## src/design/mcs_pkg.sv

```systemverilog
// Shared types and constants for the min/max contrast stretch block.
// No dependencies; imported by every module in design/.
`default_nettype none

package mcs_pkg;

    // Default gray sample width
    localparam int PIXEL_BITS_DEF = 8;

    // Request type codes
    localparam logic REQ_MEASURE = 1'b0;
    localparam logic REQ_APPLY   = 1'b1;

    // Controller states
    typedef enum logic [1:0] {
        S_IDLE,
        S_DIV,
        S_DONE
    } t_state;

    // Commands from controller to datapath
    typedef struct packed {
        logic load_meas;   // update running min/max with the input pixel
        logic load_apply;  // latch operands for a new stretch
        logic step;        // one restoring-divide iteration
        logic load_out;    // move the finished quotient to the output register
    } t_dp_cmd;

endpackage

`default_nettype wire

```

## src/design/minmax_contrast_stretch_8bit.sv

```systemverilog
// Min/max contrast stretch, top level.
// Channels: input (i_in_valid / o_in_stall) carries req_type, pixel and
// first_of_frame; output (o_out_valid / i_out_stall) carries stretched.
// A transaction moves when valid is high and stall is low at a clock edge.
// Measure transactions (req_type 0) give no result;
// first_of_frame restarts the running min and max at that pixel.
// Apply transactions (req_type 1) give floor((p-min)*2^N/(max-min)),
// saturated to 2^N-1, or 0 when p < min or max <= min.
// Apply sequence: the restoring divider forms the PIXEL_BITS quotient
// bits, one per step, then the output register is loaded and o_out_valid
// rises; the input is released in the same cycle that o_out_valid rises.
// The input stays stalled while a divide is in progress.
// A held result does not block new input; a finished divide waits in
// place while the output register is full and stalled.
// Reset (synchronous, active low) empties the pipeline and sets min to
// all ones and max to zero, so applies before any measure give 0.
`default_nettype none

module minmax_contrast_stretch_8bit #(
    parameter int PIXEL_BITS = mcs_pkg::PIXEL_BITS_DEF
) (
    input  wire logic                  i_clk,
    input  wire logic                  i_rst_n,
    input  wire logic                  i_in_valid,
    output logic                       o_in_stall,
    input  wire logic                  i_req_type,
    input  wire logic [PIXEL_BITS-1:0] i_pixel,
    input  wire logic                  i_first_of_frame,
    output logic                       o_out_valid,
    input  wire logic                  i_out_stall,
    output logic [PIXEL_BITS-1:0]      o_stretched
);
    import mcs_pkg::*;

    t_dp_cmd cmd;

    // Sequencer
    mcs_ctrl #(
        .PIXEL_BITS (PIXEL_BITS)
    ) u_ctrl (
        .i_clk       (i_clk),
        .i_rst_n     (i_rst_n),
        .i_in_valid  (i_in_valid),
        .o_in_stall  (o_in_stall),
        .i_req_type  (i_req_type),
        .o_out_valid (o_out_valid),
        .i_out_stall (i_out_stall),
        .o_cmd       (cmd)
    );

    // Arithmetic
    mcs_dp #(
        .PIXEL_BITS (PIXEL_BITS)
    ) u_dp (
        .i_clk            (i_clk),
        .i_rst_n          (i_rst_n),
        .i_cmd            (cmd),
        .i_pixel          (i_pixel),
        .i_first_of_frame (i_first_of_frame),
        .o_stretched      (o_stretched)
    );

endmodule

`default_nettype wire

```

## src/design/mcs_ctrl.sv

```systemverilog
// Controller FSM for the contrast stretch: handshakes and divide sequencing.
// Depends on mcs_pkg; drives the command struct of mcs_dp.
`default_nettype none

module mcs_ctrl #(
    parameter int PIXEL_BITS = mcs_pkg::PIXEL_BITS_DEF
) (
    input  wire logic            i_clk,
    input  wire logic            i_rst_n,
    input  wire logic            i_in_valid,
    output logic                 o_in_stall,
    input  wire logic            i_req_type,
    output logic                 o_out_valid,
    input  wire logic            i_out_stall,
    output mcs_pkg::t_dp_cmd     o_cmd
);
    import mcs_pkg::*;

    localparam int CNT_W = (PIXEL_BITS > 1) ? $clog2(PIXEL_BITS) : 1;
    localparam logic [CNT_W-1:0] CNT_LAST = CNT_W'(PIXEL_BITS - 1);

    t_state           r_state, n_state;
    logic [CNT_W-1:0] r_cnt, n_cnt;
    logic             r_out_valid, n_out_valid;
    logic             out_free;

    // Output register can take a new transaction this cycle
    assign out_free = !r_out_valid || !i_out_stall;

    // Next state
    always_comb begin
        n_state = r_state;
        case (r_state)
            S_IDLE: begin
                if (i_in_valid && (i_req_type == REQ_APPLY))
                    n_state = S_DIV;
            end
            S_DIV: begin
                if (r_cnt == CNT_LAST)
                    n_state = S_DONE;
            end
            S_DONE: begin
                if (out_free)
                    n_state = S_IDLE;
            end
            default: n_state = S_IDLE;
        endcase
    end

    // Outputs / commands
    always_comb begin
        o_cmd      = '0;
        o_in_stall = 1'b1;
        case (r_state)
            S_IDLE: begin
                o_in_stall       = 1'b0;
                o_cmd.load_meas  = i_in_valid && (i_req_type == REQ_MEASURE);
                o_cmd.load_apply = i_in_valid && (i_req_type == REQ_APPLY);
            end
            S_DIV: begin
                o_cmd.step = 1'b1;
            end
            S_DONE: begin
                o_cmd.load_out = out_free;
            end
            default: begin
                o_in_stall = 1'b1;
            end
        endcase
    end

    // Iteration counter and output valid
    always_comb begin
        n_cnt = (r_state == S_DIV) ? r_cnt + 1'b1 : '0;
        if (o_cmd.load_out)
            n_out_valid = 1'b1;
        else if (!i_out_stall)
            n_out_valid = 1'b0;
        else
            n_out_valid = r_out_valid;
    end

    always_ff @(posedge i_clk) begin
        if (!i_rst_n) begin
            r_state     <= S_IDLE;
            r_cnt       <= '0;
            r_out_valid <= 1'b0;
        end else begin
            r_state     <= n_state;
            r_cnt       <= n_cnt;
            r_out_valid <= n_out_valid;
        end
    end

    assign o_out_valid = r_out_valid;

endmodule

`default_nettype wire

```

## src/design/mcs_dp.sv

```systemverilog
// Datapath for the contrast stretch: min/max tracking, restoring divider,
// output register. Depends on mcs_pkg; driven by mcs_ctrl commands.
`default_nettype none

module mcs_dp #(
    parameter int PIXEL_BITS = mcs_pkg::PIXEL_BITS_DEF
) (
    input  wire logic                  i_clk,
    input  wire logic                  i_rst_n,
    input  wire mcs_pkg::t_dp_cmd      i_cmd,
    input  wire logic [PIXEL_BITS-1:0] i_pixel,
    input  wire logic                  i_first_of_frame,
    output logic [PIXEL_BITS-1:0]      o_stretched
);
    import mcs_pkg::*;

    localparam int N = PIXEL_BITS;

    logic [N-1:0] r_min, r_max;
    logic [N-1:0] r_rem, r_den, r_quot, r_out;
    logic         r_zero, r_full;

    logic         range_empty, below_min, at_or_above;
    logic [N-1:0] diff, den;
    logic [N:0]   trial;
    logic         fits;

    // Operand prep for a new stretch
    assign range_empty = (r_max <= r_min);
    assign below_min   = (i_pixel < r_min);
    assign diff        = i_pixel - r_min;
    assign den         = r_max - r_min;
    // quotient reaches 2^N exactly when diff >= den: saturate
    assign at_or_above = (diff >= den);

    // One restoring-divide step; remainder stays below den
    assign trial = {r_rem, 1'b0};
    assign fits  = (trial >= {1'b0, r_den});

    // Running min/max (state with defined reset)
    always_ff @(posedge i_clk) begin
        if (!i_rst_n) begin
            r_min <= '1;
            r_max <= '0;
        end else if (i_cmd.load_meas) begin
            if (i_first_of_frame) begin
                r_min <= i_pixel;
                r_max <= i_pixel;
            end else begin
                if (i_pixel < r_min)
                    r_min <= i_pixel;
                if (i_pixel > r_max)
                    r_max <= i_pixel;
            end
        end
    end

    // Divider and output payload registers
    always_ff @(posedge i_clk) begin
        if (i_cmd.load_apply) begin
            r_rem  <= diff;
            r_den  <= den;
            r_quot <= '0;
            r_zero <= range_empty || below_min;
            r_full <= !range_empty && !below_min && at_or_above;
        end else if (i_cmd.step) begin
            r_rem  <= fits ? N'(trial - {1'b0, r_den}) : trial[N-1:0];
            r_quot <= {r_quot[N-2:0], fits};
        end
        if (i_cmd.load_out)
            r_out <= r_zero ? '0 : (r_full ? '1 : r_quot);
    end

    assign o_stretched = r_out;

endmodule

`default_nettype wire
```

## config.mk

```make
export PLATFORM = sky130hd
export DESIGN_NAME = minmax_contrast_stretch_8bit
export DESIGN_NICKNAME = d
export VERILOG_FILES = /design/src/design/mcs_pkg.sv /design/src/design/minmax_contrast_stretch_8bit.sv /design/src/design/mcs_ctrl.sv /design/src/design/mcs_dp.sv
export SDC_FILE = /design/constraint.sdc
export NUM_CORES = 1
export LEC_CHECK = 0
export ABC_CLOCK_PERIOD_IN_PS = 2800
export BUFFER_PORTS_ARGS = -buffer_cell sky130_fd_sc_hd__buf_4
export CAP_MARGIN = 40
export CORE_MARGIN = 2
export CORE_UTILIZATION = 40
export DETAILED_ROUTE_END_ITERATION = 8
export HOLD_SLACK_MARGIN = 0.12
export PLACE_DENSITY = 0.62
export SLEW_MARGIN = 15
export SYNTH_ARGS = -nofsm -noshare
export SYNTH_HDL_FRONTEND = slang
export SYNTH_SLANG_ARGS = --single-unit
```

## constraint.sdc

```tcl
create_clock -name i_clk -period 2.8 [get_ports i_clk]
set_input_delay 0.14 -clock i_clk [delete_from_list [all_inputs] [get_ports i_clk]]
set_output_delay 0.14 -clock i_clk [all_outputs]
set_load 0.05 [all_outputs]
```

==> metrics.md <==
| Metric | Value |
|---|---|
| Outcome | `complete, no violations` |
| Clk buf depth | `2` |
| Starting Density | `41.2%` |
| Area leader, netlist | `edfxtp_1` |
| Final WS setup | `0.154 ns` |
| Die Wd | `around 100 µm` |
| Clock transition at the registers of the reported paths | `0.11 ns` |
| Global route overflow | `0` |
| Max Fclk | `about 380 MHz` |
| Routed via count | `about 2,700` |
| Die ar. | `between 0.009 and 0.01 mm²` |
| Vias/cell | `around 5` |
| Clock sink total | `56` |
| Mapped Area | `between 0.003 and 0.004 mm²` |
| Worst path max stage delay | `around 0.4 ns` |
| Design Power | `2.14 mW` |
| IO Pins | `24` |
| Startpoint types | `flip-flop` |
| Crit Path Class | `reg -> reg` |
| TNS Setup | `0 ns` |
| Maximum VDD drop | `about 0.26 mV` |
| Skew final | `between 0.01 and 0.015 ns` |
| Routed Wire Length | `about 7.0 mm` |
| #FFs+latches synth | `56` |
| Total track usage | `around 15%` |
| Crit-path cells | `inv_1 > ha_1 > fa_1 > nor2b_1 > o21ai_0 > nand2b_1 > a21o_1 > a21o_1 > xnor2_1 > ha_1 > a211oi_2 > a221oi_2` |
| Post-Syn Instances | `about 390` |
| Setup crit end kind | `flip-flop` |
| Synth top area cells | `edfxtp_1 (22%), dfxtp_1 (17%), ha_1 (15%)` |
| Post-synth EDFFs | `26` |
| Tightest Pin Transition | `0.790 ns` |
| Async S/R FF share, synth | `0%` |
| Worst Hold Class | `in -> reg` |
| Worst EP arrival | `~2.7 ns` |
| # port buffers | `23` |
| Yosys warnings | `0` |
| Placed Instances | `about 510` |
| DRT iter0 DRCs | `138` |
| Number of global-route vias before repair | `roughly 2,600` |
| Fillers | `860` |
| Final #Nets | `477` |
| RePlAce Congestion | `~0.86` |
| Seq. cell area | `about 0.0014 mm²` |
| DRC Markers | `0` |
| Die H | `98.5 µm` |
| Slowest CP cell | `fa_1` |
| Initial antenna violation count | `0` |
| Minimum clock period | `between 2 and 3 ns` |
| Post-synth net total | `approximately 450` |
| Rel. slew slack | `47.2%` |
| Htree depth | `2` |
| Worst Path Required | `about 2.9 ns` |
| Hold Crit Depth | `2` |
| Synth top area share | `21.9%` |
| Final Non-Filler Cells | `roughly 530` |
| Multi-input logic area | `~0.0020 mm²` |
| Clock root buffer | `clkbuf_8` |
| Pre-CTS setup slack | `0.139 ns` |
| Clk_lat worst skew | `0.32 ns` |
| Worst hold slack | `0.136 ns` |
| Antenna cells | `0` |
| PD cells | `around 530 mW/mm²` |
| Synthesized area per cell | `slightly above 9 µm²` |
| Area Growth Syn to Fin | `14.3%` |
| Avg WL per Cell | `around 13 µm` |
| Max FO, Critical Path | `3` |
| CTS tree | `built` |
| Core ar. | `about 0.0087 mm²` |
| Synth unique cells | `52` |
| Max Cap Violations | `0` |
| DRT Pass-1 Iters | `5` |
| Final hold vios | `0` |
| Part of the cycle the worst path needs | `between 90% and 100%` |
| Largest net degree at the start of global routing | `31` |
| Ys flop type | `dfxtp_1` |
| Leakage Power | `1.76 nW` |
| Detailed Place HPWL | `5.38 mm` |
| Cell count of the worst reg-to-reg path | `12` |
| Share of layout cells above drive strength 1 | `about an eighth` |
| Sequential area share after synthesis | `38.7%` |
| Final-report setup violation count | `0` |
| Standard-cell rows | `34` |
| Detail Route Antenna Nets | `0` |
| Fin. max-slew vios | `0` |
| Global-route wire length before repair | `approximately 12 mm` |
| CTS buffer count | `5` |
-- power breakdown --
group	leakage, nW	internal [mW]	switching (mW)
sequential	0.486	0.935	0.0365
combinational	1.23	0.321	0.371
clock	0.0452	0.183	0.297
total	1.76	1.44	0.705
-- critical path, delay by kind of cell, from the launching register on --
family / cells / cell delay [ns]
fa+ha+maj: 3 / 0.87
flops: 1 / 0.37
xor+xnor: 1 / 0.09
buf+inv: 1 / 0.05
compound gates: 5 / 0.71
simple gates: 2 / 0.31
-- cells in the mapped netlist, types with 2 or more instances --
cell type,instances
ha_1,42
nor2_1,41
nand2_1,38
inv_1,35
dfxtp_1,30
edfxtp_1,26
o21ai_0,23
a21oi_1,16
nand3_1,12
o21ai_1,12
o21a_1,10
xnor2_1,9
clkbuf_1,8
nor2b_1,8
nand2b_1,7
o211ai_1,7
a21o_1,5
xor2_1,5
a211oi_1,4
a31oi_1,4
mux2i_1,4
and3_1,3
fa_1,3
nor3_1,3
and4_1,2
mux2_4,2
o31a_1,2
-- per-stage QoR --
step                      instance area, µm²  utilization (%)
final                                   4080             47.0
after global placement                  3850             44.4
after CTS                               4040             46.5
after floorplan                         3570                -
after global routing                    4080             47.0
after detailed placement                3850             44.4
-- timing repair --
| item | 4_1_cts | 5_1_grt |
|---|---|---|
| endpoints found under the hold margin | 17 | 0 |
| buffers inserted | 0 | 1 |
| endpoints found under the setup margin | 0 | 1 |
| gates resized for setup | 0 | 10 |
| hold buffers | 9 | 0 |
-- final timing paths --
path | from | endpoint | slack [ns]
worst max-delay path | u_dp.r_max[0] | u_dp.r_full | 0.15
worst min-delay path | i_rst_n | u_dp.r_min[0] | 0.14
worst max register to register | u_dp.r_max[0] | u_dp.r_full | 0.15
worst min register to register | u_ctrl.r_cnt[0] | u_ctrl.r_cnt[0] | 0.43
-- layer usage --
layer | vias up | global-route usage [%] | part of all wire [%]
met5 | - | 0 | 0
met4 | 0 | 4.64 | 1.3
met3 | 7 | 2.48 | 1.5
met2 | 21 | 26.0 | 48
met1 | 1258 | 20.5 | 49
li1 | 1426 | - | -
-- flip-flops by register name, summed over array words and instances, names as in the netlist --
name,flops
u_dp.r_rem,8
u_dp.r_zero,1
u_ctrl.r_state,2
u_ctrl.o_out_valid,1
u_dp.r_max,8
u_ctrl.r_cnt,3
u_dp.r_min,8
u_dp.r_quot,8
u_dp.r_den,8
u_dp.o_stretched,8
u_dp.r_full,1
-- layout by cell type (no fill, tap or decap), drive strengths merged, types with 8 or more instances in the layout --
cell and n:
ha 42, nand3 12, dlygate4sd3 9, o21a 10, o21ai 35, dfxtp 30, xnor2 9, a21oi 18
nor2 41, nor2b 8, nand2 39, buf 27, inv 37, edfxtp 26
-- cells by family after synthesis --
kind of cell	after synthesis	share of synthesized area, %
multiplexers	6	1.96
buffers and inverters	46	5.08
AO/OA/AOI/OAI	99	19.0
flip-flops	56	38.7
adder cells (fa/ha/maj)	45	16.4
XOR/XNOR	14	3.43
AND/OR/NAND/NOR	120	15.5
-- cell type report --
cell class / instances / area share [%]
multi-input cells: 284 / 50.1
flip-flops and latches: 56 / 33.9
repair buffers: 36 / 7.17
well taps: 108 / 3.31
inverters: 35 / 3.22
clock buffers: 5 / 1.69
clock inverters: 3 / 0.613
(Power assumes the default switching activity.)
